--- config.mk ---
export PLATFORM = sky130hd
export DESIGN_NAME = integer_to_ascii_digits_unit
export DESIGN_NICKNAME = d
export VERILOG_FILES = /design/src/sv/itd_pkg.sv /design/src/sv/itd_dabble.sv /design/src/sv/integer_to_ascii_digits_unit.sv
export SDC_FILE = /design/constraint.sdc
export NUM_CORES = 1
export LEC_CHECK = 0
export ABC_AREA = 1
export BUFFER_PORTS_ARGS = -buffer_cell sky130_fd_sc_hd__buf_2
export CORE_MARGIN = 8
export CORE_UTILIZATION = 56
export DETAILED_ROUTE_END_ITERATION = 8
export GPL_ROUTABILITY_DRIVEN = 0
export MAX_ROUTING_LAYER = met4
export PLACE_DENSITY_LB_ADDON = 0.25
export SETUP_SLACK_MARGIN = 0.2
export SKIP_LAST_GASP = 1
export SYNTH_ARGS = -nofsm -noshare
export SYNTH_HDL_FRONTEND = slang
export SYNTH_HIERARCHICAL = 1
export SYNTH_SLANG_ARGS = --single-unit
--- constraint.sdc ---
create_clock -name i_clk -period 5.2 [get_ports i_clk]
set_input_delay 1.3 -clock i_clk [delete_from_list [all_inputs] [get_ports i_clk]]
set_output_delay 1.3 -clock i_clk [all_outputs]
set_load 0.03 [all_outputs]
--- src/sv/itd_pkg.sv ---
// Shared constants, types and helpers for the integer to ASCII digits unit.
package itd_pkg;

    // Width of the number that is formatted; bits above it are ignored
    localparam int VALUE_WIDTH = 64;
    // Digit store depth: enough decimal digits for any value up to 64 bits
    localparam int DIGITS      = 20;
    localparam int HEX_DIGITS  = (VALUE_WIDTH + 3) / 4;
    localparam int IDX_W       = $clog2(DIGITS);
    localparam int CNT_W       = $clog2(VALUE_WIDTH);

    // Format codes
    localparam logic OP_DEC = 1'b0;
    localparam logic OP_HEX = 1'b1;

    // Character codes
    localparam logic [6:0] CH_ZERO    = 7'h30;
    localparam logic [6:0] CH_NINE    = 7'h39;
    localparam logic [6:0] CH_LOWER_A = 7'h61;
    localparam logic [6:0] CH_LOWER_F = 7'h66;
    localparam logic [6:0] CH_MINUS   = 7'h2D;

    typedef logic [DIGITS-1:0][3:0] t_bcd;

    // Control from the sequencer to the shift unit
    typedef struct packed {
        logic load;
        logic hex;
        logic step;
    } t_dd_ctrl;

    // Digit value to lower-case ASCII
    function automatic logic [6:0] digit_char(input logic [3:0] d);
        logic [6:0] c;
        if (d >= 4'd10) begin
            c = CH_LOWER_A + 7'(d - 4'd10);
        end else begin
            c = CH_ZERO + 7'(d);
        end
        return c;
    endfunction

endpackage

--- src/sv/itd_dabble.sv ---
// Shared shift-and-add-3 unit holding the digit store, one binary bit per step.
module itd_dabble (
    input  logic                        i_clk,
    input  itd_pkg::t_dd_ctrl           i_ctrl,
    input  logic [itd_pkg::VALUE_WIDTH-1:0] i_mag,
    input  logic [itd_pkg::IDX_W-1:0]   i_idx,
    output logic [3:0]                  o_digit
);
    import itd_pkg::*;

    logic [VALUE_WIDTH-1:0] r_bin, n_bin;
    t_bcd                   r_bcd, n_bcd;
    t_bcd                   adj;
    logic [DIGITS*4-1:0]    hex_flat;

    assign hex_flat = {{(DIGITS*4-VALUE_WIDTH){1'b0}}, i_mag};

    // add 3 to every digit of 5 or more before the shift
    always_comb begin
        for (int i = 0; i < DIGITS; i++) begin
            adj[i] = (r_bcd[i] >= 4'd5) ? r_bcd[i] + 4'd3 : r_bcd[i];
        end
    end

    // load, or one shift step; the top digit never exceeds 1, so its bit 3 drops
    always_comb begin
        n_bin = r_bin;
        n_bcd = r_bcd;
        if (i_ctrl.load) begin
            if (i_ctrl.hex) begin
                n_bcd = hex_flat;
            end else begin
                n_bcd = '0;
            end
            n_bin = i_mag;
        end else if (i_ctrl.step) begin
            n_bcd = {adj[DIGITS-1][2:0], adj[DIGITS-2:0], r_bin[VALUE_WIDTH-1]};
            n_bin = {r_bin[VALUE_WIDTH-2:0], 1'b0};
        end
    end

    always_ff @(posedge i_clk) begin
        r_bin <= n_bin;
        r_bcd <= n_bcd;
    end

    assign o_digit = r_bcd[i_idx];

endmodule

--- src/sv/integer_to_ascii_digits_unit.sv ---
// Top level: sequencer and character output of the integer to ASCII digits unit.
//
// Usage: drive i_op and i_value and raise start while busy is low; the item
// is taken at that clock edge and busy rises on the next cycle.
// i_op selects signed decimal (two's complement, leading '-' when negative)
// or unsigned lower-case hexadecimal. Characters leave most significant
// first, one beat per cycle but for cycles that skip leading zeros, on
// o_char_code with o_valid high for exactly one cycle each; o_last marks
// the final character. Leading zeros are dropped, and zero gives a single '0'.
// Decimal: a load, then a shift-and-add-3 step for each of the VALUE_WIDTH
// bits in the shared digit unit, a '-' when negative, then a scan of the
// stored digits from the top of the 20-digit store, leading zeros skipped
// without a beat. Hexadecimal skips the shift loop and scans the lowest
// HEX_DIGITS digits of the store.
// busy drops in the cycle that shows the last character, so the next item
// may be taken then. The receiver cannot stall; every beat is final.
// Reset (synchronous, active low) returns the sequencer to idle and drops
// o_valid; the digit store is not cleared.
module integer_to_ascii_digits_unit (
    input  logic                   i_clk,
    input  logic                   i_rst_n,
    input  logic                   start,
    output logic                   busy,
    input  logic                   i_op,
    input  logic [63:0]            i_value,
    output logic                   o_valid,
    output logic [6:0]             o_char_code,
    output logic                   o_last
);
    import itd_pkg::*;

    typedef enum logic [1:0] {
        S_IDLE,
        S_CONV,
        S_SIGN,
        S_SCAN
    } t_state;

    t_state                 r_state, n_state;
    logic [CNT_W-1:0]       r_cnt, n_cnt;
    logic [IDX_W-1:0]       r_idx, n_idx;
    logic                   r_neg, n_neg;
    logic                   r_seen, n_seen;
    logic                   r_valid, n_valid;
    logic [6:0]             r_char, n_char;
    logic                   r_last, n_last;

    logic [VALUE_WIDTH-1:0] val_w;
    logic [VALUE_WIDTH-1:0] mag;
    logic                   neg_in;
    logic                   accept;
    t_dd_ctrl               dd_ctrl;
    logic [3:0]             digit;

    // magnitude of the incoming number
    assign val_w  = i_value[VALUE_WIDTH-1:0];
    assign neg_in = (i_op == OP_DEC) && val_w[VALUE_WIDTH-1];
    assign mag    = neg_in ? (~val_w + 1'b1) : val_w;
    assign accept = start && (r_state == S_IDLE);

    itd_dabble u_dabble (
        .i_clk   (i_clk),
        .i_ctrl  (dd_ctrl),
        .i_mag   (mag),
        .i_idx   (r_idx),
        .o_digit (digit)
    );

    // sequencer
    always_comb begin
        n_state = r_state;
        n_cnt   = r_cnt;
        n_idx   = r_idx;
        n_neg   = r_neg;
        n_seen  = r_seen;
        n_valid = 1'b0;
        n_char  = r_char;
        n_last  = 1'b0;
        dd_ctrl = '{load: accept, hex: (i_op == OP_HEX), step: (r_state == S_CONV)};
        unique case (r_state)
            S_IDLE: begin
                if (accept) begin
                    n_neg  = neg_in;
                    n_seen = 1'b0;
                    n_cnt  = CNT_W'(VALUE_WIDTH - 1);
                    if (i_op == OP_HEX) begin
                        n_idx   = IDX_W'(HEX_DIGITS - 1);
                        n_state = S_SCAN;
                    end else begin
                        n_idx   = IDX_W'(DIGITS - 1);
                        n_state = S_CONV;
                    end
                end
            end
            S_CONV: begin
                n_cnt = r_cnt - 1'b1;
                if (r_cnt == '0) begin
                    n_state = r_neg ? S_SIGN : S_SCAN;
                end
            end
            S_SIGN: begin
                n_valid = 1'b1;
                n_char  = CH_MINUS;
                n_state = S_SCAN;
            end
            S_SCAN: begin
                if (!r_seen && digit == 4'd0 && r_idx != '0) begin
                    // leading zero: skip without a beat
                    n_idx = r_idx - 1'b1;
                end else begin
                    n_seen  = 1'b1;
                    n_valid = 1'b1;
                    n_char  = digit_char(digit);
                    n_last  = (r_idx == '0);
                    if (r_idx == '0) begin
                        n_state = S_IDLE;
                    end else begin
                        n_idx = r_idx - 1'b1;
                    end
                end
            end
            default: n_state = S_IDLE;
        endcase
    end

    // state and registered outputs
    always_ff @(posedge i_clk) begin
        if (!i_rst_n) begin
            r_state <= S_IDLE;
            r_valid <= 1'b0;
            r_last  <= 1'b0;
            r_neg   <= 1'b0;
            r_seen  <= 1'b0;
            r_cnt   <= '0;
            r_idx   <= '0;
        end else begin
            r_state <= n_state;
            r_valid <= n_valid;
            r_last  <= n_last;
            r_neg   <= n_neg;
            r_seen  <= n_seen;
            r_cnt   <= n_cnt;
            r_idx   <= n_idx;
        end
        r_char <= n_char;
    end

    assign busy        = (r_state != S_IDLE);
    assign o_valid     = r_valid;
    assign o_char_code = r_char;
    assign o_last      = r_last;

endmodule

==> results of run 1 <==
-- power groups by stage --
stage | sequential (mW) | clock (mW) | combinational [mW]
4_1_cts | 3.00 | 1.26 | 3.86
6_report | 3.01 | 1.25 | 3.90
2_1_floorplan | 2.96 | 0 | 2.93
5_1_grt | 3.10 | 1.31 | 4.45
3_5_place_dp | 3.02 | 0 | 3.82
3_3_place_gp | 3.00 | 0 | 3.71
-- synth_stat cells (3+ instances only) --
cell type,number
sky130_fd_sc_hd__ha_1,55
sky130_fd_sc_hd__nand3b_1,7
sky130_fd_sc_hd__buf_4,3
sky130_fd_sc_hd__edfxtp_1,151
sky130_fd_sc_hd__a31oi_1,3
sky130_fd_sc_hd__o22ai_1,5
sky130_fd_sc_hd__o21ai_1,89
sky130_fd_sc_hd__a21oi_1,88
sky130_fd_sc_hd__buf_2,24
sky130_fd_sc_hd__nand4_1,18
sky130_fd_sc_hd__or2_1,17
sky130_fd_sc_hd__clkbuf_1,14
sky130_fd_sc_hd__nor2_1,150
sky130_fd_sc_hd__xor2_1,46
sky130_fd_sc_hd__nand2_1,551
sky130_fd_sc_hd__xnor2_1,8
sky130_fd_sc_hd__dfxtp_1,17
sky130_fd_sc_hd__o21ai_0,86
sky130_fd_sc_hd__nand3_1,106
sky130_fd_sc_hd__nor3_1,6
sky130_fd_sc_hd__inv_1,160
sky130_fd_sc_hd__inv_2,12
sky130_fd_sc_hd__buf_1,5
sky130_fd_sc_hd__nor2_2,8
sky130_fd_sc_hd__nand2_2,10
sky130_fd_sc_hd__buf_6,3
-- layout make-up --
type,instances,area share
inverters,174,0.0495
repair buffers,86,0.0353
well taps,275,0.0261
multi-input cells,1270,0.476
flip-flops and latches,168,0.369
clock inverters,15,0.0118
clock buffers,17,0.0322
-- stage by stage --
stage | utilization | power, mW | hold slack (ns) | instances
final | 0.626 | 8.16 | 0.503 | 2005
after global routing | 0.626 | 8.86 | 0.531 | 2005
after CTS | 0.626 | 8.12 | 0.498 | 2005
after detailed placement | 0.598 | 6.84 | 0.480 | 1973
after global placement | 0.598 | 6.70 | 0.473 | 1973
after floorplan | - | 5.89 | 0.437 | 1661
-- cell families (layout without fill, tap and decap cells) --
logic type,after synthesis,after routing,synth area share
XOR/XNOR,54,54,0.0392
adder cells (fa/ha/maj),55,55,0.0571
AND/OR/NAND/NOR,880,880,0.304
multiplexers,1,1,0.000934
buffers and inverters,223,292,0.0747
AO/OA/AOI/OAI,280,280,0.120
flip-flops,168,168,0.404
-- metal layers --
layer	up-vias	GRT usage	wire length, um
met3	77	0.0354	1880
li1	5566	-	-
met5	-	-	0
met1	5142	0.324	14400
met4	0	0.108	1100
met2	446	0.380	14300
-- final timing paths --
kind	from	end	slack (ns)
worst max-delay path	r_idx[1]	o_char_code[1]	1.46
worst min-delay path	r_cnt[5]	r_cnt[5]	0.50
worst max register to register	r_idx[1]	o_char_code[1]	1.46
worst min register to register	r_cnt[5]	r_cnt[5]	0.50
-- registers in the layout, summed over array words and instances (netlist names) --
| signal | flops |
|---|---|
| u_dabble/r_bcd | 80 |
| o_valid | 1 |
| r_state | 2 |
| r_seen | 1 |
| r_idx | 5 |
| r_neg | 1 |
| r_cnt | 6 |
| u_dabble/r_bin | 64 |
| o_char_code | 7 |
| o_last | 1 |
-- critical path, delay by kind of cell, from the launching register on --
kind	cells	cell delay, ns
buffers and inverters	5	0.98
DFF	1	0.88
AOI/OAI and AO/OA	3	0.67
and+or+nand+nor	7	0.61
adders and majority gates	2	0.35
==> summary.txt, run 1 <==
Drt
  • Antenna Nets Post-Route: 0
  • DRC violation count after routing: 0
  • 1st-pass router iterations: 6
  • Drt first-iter violations: 923
  • Routed len/inst: 15.8 um
  • Routed via count divided by cell count: 5.60
  • Final Routed Wirelength: 31,600 um
  • Total via count after detailed routing: 11,200

Global routing
  • Number of antenna violations at the first check in global routing: 0
  • Largest net degree at the start of global routing: ~100
  • Wire length of the first global-routing pass: 51,900 um
  • GRT Util Overall: 0.248
  • Final global-route overflow total: 0
  • Via count of the first global-routing pass: 10,700

STA
  • Setup repair after global routing missed its margin: no
  • Final worst path period need: 3.74 ns
  • Count of final hold-check violations: 0
  • Final worst slack: 1.46 ns
  • Setup-failing EPs final: 0
  • Count of pins over their slew limit: 0
  • Final clock skew: 0.00995 ns
  • Setup TNS Final: 0 ns
  • Max frequency: around 0.27 GHz
  • Final Cycle Share: 0.718
  • Actual slew at the worst max-slew pin: 1.13 ns
  • Max-Slew Margin vs Limit: 0.243

Status
  • Status: finished clean

Floorplan
  • CORE AREA: approximately 21,000 um2
  • Die footprint: 26,500 um2
  • Height of the chip: 163 um
  • I/O pins: 78
  • Row cnt: 53
  • Die Wd: 163 um
  • Starting density of the core: 0.572

Worst setup path
  • Biggest fanout along the worst timing path: 24
  • Critical path type: flip-flop to flip-flop
  • Kind of launch point of the worst setup path: flip-flop
  • Worst path cell trace: inv_1 -> nand3_1 -> nand2_1 -> nand2_1 -> nand2_1 -> inv_1 -> nand2_1 -> nand2_1 -> nand2_1 -> inv_1 -> ha_1 -> inv_1 -> ha_1 -> a31oi_1 -> inv_1 -> o21ai_0 -> a21oi_1
  • Worst Reg2Reg Path Length in Cells: 17
  • Critical path data required time: approximately 5.4 ns
  • Crit path capture type: flip-flop
  • Crit-path slowest cell: sky130_fd_sc_hd__dfxtp_1
  • Crit-path max cell delay: 0.88 ns
  • Most common cell type on the critical path: sky130_fd_sc_hd__nand2_1
  • Endpoint arrival time on the critical path: 3.93 ns

CTS
  • CTS clk-pin slew, worst paths: 0.07 ns
  • Clock tree from TritonCTS: built
  • Sink count of the clock tree: 168
  • # H-tree levels: 4
  • Quantity of hold-fixing buffers added after cts: 0
  • Setup bufs post-CTS: 0
  • Post-cts sizing count: 0
  • Clock root cell: sky130_fd_sc_hd__clkbuf_16
  • Clock buffer count from CTS: 17
  • Maximum clock insertion buffer count: 2
  • Skew-Pair Late Insertion Delay: between 0.4 and 0.5 ns

Synthesis
  • Number of standard cells after synthesis: approximately 1,700
  • Top cells by area, synth: sky130_fd_sc_hd__edfxtp_1 (38%), sky130_fd_sc_hd__nand2_1 (17%), sky130_fd_sc_hd__ha_1 (5.7%)
  • Number of register bits inferred by synthesis: 168
  • Number of synthesized flops with an enable pin: 151
  • Post-synthesis async set-or-reset flop share: 0
  • Area leader, netlist: sky130_fd_sc_hd__edfxtp_1
  • Post-synth net total: 1,784
  • Yosys warning count: 6
  • Part of the Yosys area used for sequential elements: 0.404
  • Post-synthesis instance area: 12,100 um2
  • Yosys top cell area share: 0.376
  • Mapped Avg Cell Area: approximately 7.3 um2
  • Number of unique standard cell types used by synthesis: 40
  • Primary FF master, synth: sky130_fd_sc_hd__edfxtp_1

Final layout
  • Area growth from synthesis to layout: 9.51%
  • Most frequent cells in the layout: sky130_fd_sc_hd__nand2_1 (551), sky130_fd_sc_hd__inv_1 (159), sky130_fd_sc_hd__edfxtp_1 (151)
  • Final instance area: approximately 13,000 um2
  • Net count reported at finish: between 1,500 and 2,000
  • Footprint of the multi-input gates: roughly 6300 um2
  • Most common library cell in the layout ignoring fill and taps: sky130_fd_sc_hd__nand2_1
  • Ratio of cells with drive above 1 in the final layout: 0.0925
  • Register area: ~5000 um2
  • Diodes inserted: 0
  • Filler cell count: 1,902

Power
  • Static leakage: ~6.0 nW
  • Cell-internal power: between 4 and 5 mW
  • Net switching power: between 3 and 4 mW
  • Relative contribution of the clock network to total power: 0.153
  • Fraction of power consumed by combinational cells: 0.478
  • Worst IR Drop VDD: 311 uV
  • Switching fraction of total power: 0.446
  • Power Dens Cells: about 600 nW/um2
  • Sequential group share of total power: 0.369

Min path
  • Hold Path Depth: 2
  • Hold Crit Class: flip-flop to flip-flop

Run
  • Max Cap Violations: 0

Place
  • Worst slack after detailed placement: 1.59 ns
  • DP HPWL: between 20,000 and 25,000 um
  • Placed Area: 12,600 um2
  • Port Buffers: just under 80
Power figures use the tool's default switching activity.
==> inputs of run 2 (changes only) <==
==> constraint.sdc (replaced) <==
create_clock -name i_clk -period 3 [get_ports i_clk]
set_input_delay 0.75 -clock i_clk [delete_from_list [all_inputs] [get_ports i_clk]]
set_output_delay 0.75 -clock i_clk [all_outputs]
set_load 0.03 [all_outputs]
==> run 2 against run 1 <==
- total power increased by 77%
- via count about the same
- final cell count increased by 0.90%
- clock power increased by 75%
- clock skew increased by 0.00071 ns
- flip-flop and latch count unchanged
==> summary.txt, run 2 (synthesized netlist as in run 1, its figures left out) <==
STA
  • Count of pins over their slew limit: 0
  • Setup repair after global routing missed its margin: no
  • Final worst path period need: 2.67 ns
  • Max-Slew Margin vs Limit: 0.514
  • Actual slew at the worst max-slew pin: between 0.7 and 0.8 ns
  • Max frequency: 0.375 GHz
  • Setup-failing EPs final: 0
  • Setup TNS Final: 0 ns
  • Final Cycle Share: 0.890
  • Final clock skew: around 0.011 ns
  • Count of final hold-check violations: 0

Worst setup path
  • Beginning of the worst register-to-register path: r_idx[1]
  • Endpoint arrival time on the critical path: around 2.9 ns
  • Crit path capture type: flip-flop
  • Crit-path slowest cell: sky130_fd_sc_hd__dfxtp_2
  • Worst Reg2Reg Path Length in Cells: 16
  • Critical register-to-register path endpoint: o_char_code[1]
  • Worst path top cell family by delay: buffers and inverters
  • Crit-path max cell delay: 0.42 ns
  • Critical path type: flip-flop to flip-flop
  • Worst setup slack for register-to-register paths: 0.33 ns
  • Critical path data required time: 3.19 ns
  • WP buf/inv: 5
  • Biggest fanout along the worst timing path: 8
  • Worst path cell trace: clkinvlp_4 -> buf_4 -> nand3_1 -> nand3_1 -> nand3_1 -> nand2_1 -> nand2_1 -> nand2_1 -> inv_2 -> ha_1 -> inv_1 -> ha_1 -> a31oi_4 -> inv_1 -> o21ai_0 -> a21oi_1
  • Kind of launch point of the worst setup path: flip-flop

Global routing
  • Largest net degree at the start of global routing: 102
  • Number of antenna violations at the first check in global routing: 0
  • Final global-route overflow total: 0
  • Via count of the first global-routing pass: 10,700
  • Wire length of the first global-routing pass: roughly 52,000 um
  • GRT Util Overall: 0.249

Drt
  • Final Routed Wirelength: 31,900 um
  • Routed via count divided by cell count: about 5.6
  • Drt first-iter violations: 826
  • 1st-pass router iterations: 5
  • DRC violation count after routing: 0
  • Routed len/inst: 15.8 um
  • Total via count after detailed routing: 11,200
  • Antenna Nets Post-Route: 0

Final layout
  • Footprint of the multi-input gates: about 6300 um2
  • Most frequent cells in the layout: sky130_fd_sc_hd__nand2_1 (551), sky130_fd_sc_hd__inv_1 (156), sky130_fd_sc_hd__edfxtp_1 (151)
  • Ratio of cells with drive above 1 in the final layout: 0.105
  • Register bank with the most flops: u_dabble/r_bcd
  • Net count reported at finish: ~1,900
  • Most common library cell in the layout ignoring fill and taps: sky130_fd_sc_hd__nand2_1
  • Register area: 4880 um2
  • Filler cell count: 1,883
  • Core utilization of the finished layout: 0.637
  • Area growth from synthesis to layout: 11.5%
  • Diodes inserted: 0
  • Max FFs per register: 80

Floorplan
  • I/O pins: slightly below 80
  • CORE AREA: 21,100 um2
  • Row cnt: 53
  • Die footprint: 26,500 um2
  • Die Wd: ~160 um
  • Starting density of the core: 0.572
  • Height of the chip: about 160 um

CTS
  • Clock buffer count from CTS: 17
  • # H-tree levels: 4
  • Clock tree from TritonCTS: built
  • Maximum clock insertion buffer count: 2
  • Skew-Pair Late Insertion Delay: between 0.4 and 0.5 ns
  • Sink count of the clock tree: 168
  • CTS clk-pin slew, worst paths: around 0.070 ns
  • Clock root cell: sky130_fd_sc_hd__clkbuf_16

Min path
  • Hold_sp: r_idx[4]
  • Endpoint of the worst hold path: r_idx[4]
  • Hold Path Depth: 2
  • Hold Crit Class: flip-flop to flip-flop

Run
  • Max Cap Violations: 0

Place
  • DP HPWL: ~24,000 um
  • Port Buffers: 77

Status
  • Status: finished clean

Power
  • Static leakage: slightly above 6 nW
  • Worst IR Drop VDD: 508 uV
  • Power Dens Cells: 1070 nW/um2
==> run 2: cell count changes in the layout (fill, tap and decap cells not counted), sizes merged <==
cell	previous run	this run
inv	180	179
buf	86	103
clkinv	7	9
==> run 2: per-stage QoR <==
stage | hold WS, ns | cells | setup slack, ns | area [um2] | power (mW)
floorplan | 0.437 | 1661 | 0.224 | 12100 | 10.2
global placement | 0.479 | 1989 | 0.334 | 12800 | 11.8
detailed placement | 0.492 | 1989 | 0.209 | 12800 | 12.0
CTS | 0.504 | 2021 | 0.203 | 13400 | 14.3
global route | 0.530 | 2023 | 0.160 | 13400 | 15.7
finish | 0.501 | 2023 | 0.330 | 13400 | 14.4
==> run 2: tightest hold or removal path, delay by kind of cell, from the launching register on <==
kind            cells  cell delay [ns]
flops               1             0.32
compound gates      2             0.14
==> run 2: worst max-delay path by stage <==
| stage | endpoint | cells after the start | from |
|---|---|---|---|
| after floorplan | u_dabble/r_bcd[0] | 5 | start |
| after global placement | o_char_code[1] | 19 | r_idx[0] |
| after detailed placement | o_char_code[1] | 19 | r_idx[0] |
| after CTS | o_char_code[1] | 19 | r_idx[0] |
| after global routing | o_char_code[1] | 16 | r_idx[1] |
| final | o_char_code[1] | 16 | r_idx[1] |
==> run 2: final cells by class <==
class / instances / share of cell area
clock buffers: 17 / 0.0317
clock inverters: 15 / 0.0133
inverters: 174 / 0.0489
multi-input cells: 1270 / 0.469
flip-flops and latches: 168 / 0.363
well taps: 275 / 0.0256
repair buffers: 103 / 0.0484
repair inverters: 1 / 0.000559
==> run 2: power breakdown <==
part	switching [mW]	total [mW]	internal, mW
Combinational	4.68	7.05	2.38
Sequential	0.701	5.20	4.50
Clock	1.06	2.19	1.13
Total	6.44	14.4	8.00
==> run 2: what timing repair did <==
item | CTS | global route
buffers inserted | 0 | 1
hold buffers | 0 | 0
resized for setup | 0 | 11
endpoints found under the setup margin | 0 | 5
endpoints found under the hold margin | 0 | 0
==> run 2: per-layer routing <==
layer / global-route usage / vias to the layer above / wire length [um]
met1: 0.326 / 5135 / 14400
met2: 0.386 / 451 / 14600
met5: - / - / 0
met3: 0.0407 / 57 / 2130
met4: 0.0822 / 0 / 745
li1: - / 5593 / -
==> inputs of run 3 (changes only) <==
--- a/config.mk
+++ b/config.mk
@@ -13,7 +13,6 @@
 export GPL_ROUTABILITY_DRIVEN = 0
 export MAX_ROUTING_LAYER = met4
 export PLACE_DENSITY_LB_ADDON = 0.25
-export SETUP_SLACK_MARGIN = 0.2
 export SKIP_LAST_GASP = 1
 export SYNTH_ARGS = -nofsm -noshare
 export SYNTH_HDL_FRONTEND = slang
==> constraint.sdc (replaced) <==
create_clock -name i_clk -period 3.3 [get_ports i_clk]
set_input_delay 0.825 -clock i_clk [delete_from_list [all_inputs] [get_ports i_clk]]
set_output_delay 0.825 -clock i_clk [all_outputs]
set_load 0.03 [all_outputs]
==> run 3 against run 2 <==
- sequential share of layout area rose by 0.27 points
- total power is 9.1% lower
- sequential power is 9.4% lower
- setup slack better by 0.062 ns
==> summary.txt, run 3 (synthesized netlist as in run 1, its figures left out) <==
Status
  • Status: finished clean

Worst setup path
  • Crit-path max cell delay: 0.38 ns
  • Worst path cell trace: buf_4 -> nand2_1 -> nand3_1 -> nand2_1 -> nand2_1 -> nand2_1 -> inv_1 -> nand2_1 -> nand2_1 -> nand2_1 -> inv_1 -> ha_1 -> inv_1 -> ha_1 -> a31oi_1 -> inv_1 -> o21ai_0 -> a21oi_1
  • Biggest fanout along the worst timing path: 44
  • Endpoint arrival time on the critical path: 3.10 ns
  • Most common cell type on the critical path: sky130_fd_sc_hd__nand2_1
  • Critical path data required time: 3.49 ns
  • Crit path capture type: flip-flop
  • Critical path type: flip-flop to flip-flop
  • Crit-path slowest cell: sky130_fd_sc_hd__buf_4
  • Kind of launch point of the worst setup path: flip-flop

Floorplan
  • Die footprint: between 20,000 and 30,000 um2
  • CORE AREA: 21,100 um2
  • Height of the chip: 163 um
  • Starting density of the core: 0.572
  • Row cnt: 53
  • I/O pins: 78
  • Die Wd: 163 um

STA
  • Setup TNS Final: 0 ns
  • Final clock skew: 0.0115 ns
  • Count of final hold-check violations: 0
  • Final worst path period need: roughly 2.9 ns
  • Max-Slew Margin vs Limit: 0.438
  • Setup-failing EPs final: 0
  • Max frequency: 0.344 GHz
  • Setup repair after global routing missed its margin: no
  • Worst Hold Margin: slightly below 0.5 ns
  • Actual slew at the worst max-slew pin: 0.843 ns
  • Final Cycle Share: 0.881
  • Count of pins over their slew limit: 0

Final layout
  • Net count reported at finish: approximately 1,800
  • Diodes inserted: 0
  • Most common library cell in the layout ignoring fill and taps: sky130_fd_sc_hd__nand2_1
  • Register bank with the most flops: u_dabble/r_bcd
  • Most frequent cells in the layout: sky130_fd_sc_hd__nand2_1 (551), sky130_fd_sc_hd__inv_1 (159), sky130_fd_sc_hd__edfxtp_1 (151)
  • Max FFs per register: 80
  • Filler cell count: 1,878
  • Final instance area: about 13,000 um2
  • Area growth from synthesis to layout: 10.6%
  • Core utilization of the finished layout: 0.632
  • Number of cells in the finished layout apart from fillers: 2,011
  • Footprint of the multi-input gates: about 6300 um2
  • Register area: 4870 um2
  • Ratio of cells with drive above 1 in the final layout: 0.0956

Drt
  • Final Routed Wirelength: 32,400 um
  • 1st-pass router iterations: 6
  • Total via count after detailed routing: roughly 11,000
  • Routed via count divided by cell count: 5.64
  • Length of routed wiring on met1: around 14,000 um
  • Top metal layer carrying routed signals: met4
  • DR WL met2: approximately 15,000 um
  • Met3 routed WL: roughly 2300 um
  • Antenna Nets Post-Route: 0
  • Drt first-iter violations: about 1,200
  • DRC violation count after routing: 0
  • Routed len/inst: 16.1 um

Global routing
  • Largest net degree at the start of global routing: between 70 and 80
  • Wire length of the first global-routing pass: 52,900 um
  • Final global-route overflow total: 0
  • GRT Util Overall: 0.254
  • Via count of the first global-routing pass: roughly 11,000
  • Number of antenna violations at the first check in global routing: 0

CTS
  • Maximum clock insertion buffer count: 2
  • Setup bufs post-CTS: 0
  • Sink count of the clock tree: 168
  • Clock root cell: sky130_fd_sc_hd__clkbuf_16
  • Clock buffer count from CTS: 17
  • Quantity of hold-fixing buffers added after cts: 0
  • CTS clk-pin slew, worst paths: 0.07 ns
  • # H-tree levels: 4
  • Post-cts sizing count: 0
  • Skew-Pair Late Insertion Delay: 0.44 ns
  • Clock tree from TritonCTS: built

Place
  • Cell Count Post-Placement: 1,979
  • DP HPWL: ~24,000 um
  • Port Buffers: 77
  • Placed Area: ~13,000 um2

Power
  • Worst IR Drop VDD: about 670 uV
  • Static leakage: 6.07 nW
  • Power Dens Cells: 984 nW/um2

Run
  • Max Cap Violations: 0

Min path
  • Hold Crit Class: flip-flop to flip-flop
[run 3: critical path: cells and delay by family, from the launching register on]
kind	cells	cell delay, ns
fa+ha+maj	2	0.34
buf+inv	5	0.78
flops	1	0.34
compound gates	3	0.59
simple gates	8	0.58
[run 3: path summary, 6_finish.rpt]
check | cells past startpoint | from | endpoint | slack, ns
hold / removal | 2 | r_seen | r_seen | 0.49
hold reg to reg | 2 | r_seen | r_seen | 0.49
setup reg to reg | 18 | r_idx[0] | o_char_code[1] | 0.39
setup / recovery | 18 | r_idx[0] | o_char_code[1] | 0.39
[run 3: final cells by class]
type / instances / share of cell area
well taps: 275 / 0.0258
clock buffers: 17 / 0.0319
multi-input cells: 1270 / 0.471
repair buffers: 92 / 0.0430
flip-flops and latches: 168 / 0.365
clock inverters: 15 / 0.0138
inverters: 174 / 0.0490
[run 3: routing by layer]
metal,vias to the layer above,GRT usage
met1,5182,0.324
met3,76,0.0425
met2,496,0.395
met4,0,0.102
met5,-,-
li1,5584,-
[run 3: report_power, final]
part	switching, mW	internal (mW)	total [mW]
Combinational	4.23	2.11	6.34
Clock	0.924	1.15	2.07
Sequential	0.628	4.09	4.71
[run 3: metrics by stage]
stage	total power [mW]	worst slack (ns)
final	13.1	0.392
after global routing	14.3	0.0549
after CTS	13.1	0.423
after detailed placement	10.9	0.421
after global placement	10.7	0.511
after floorplan	9.25	0.411
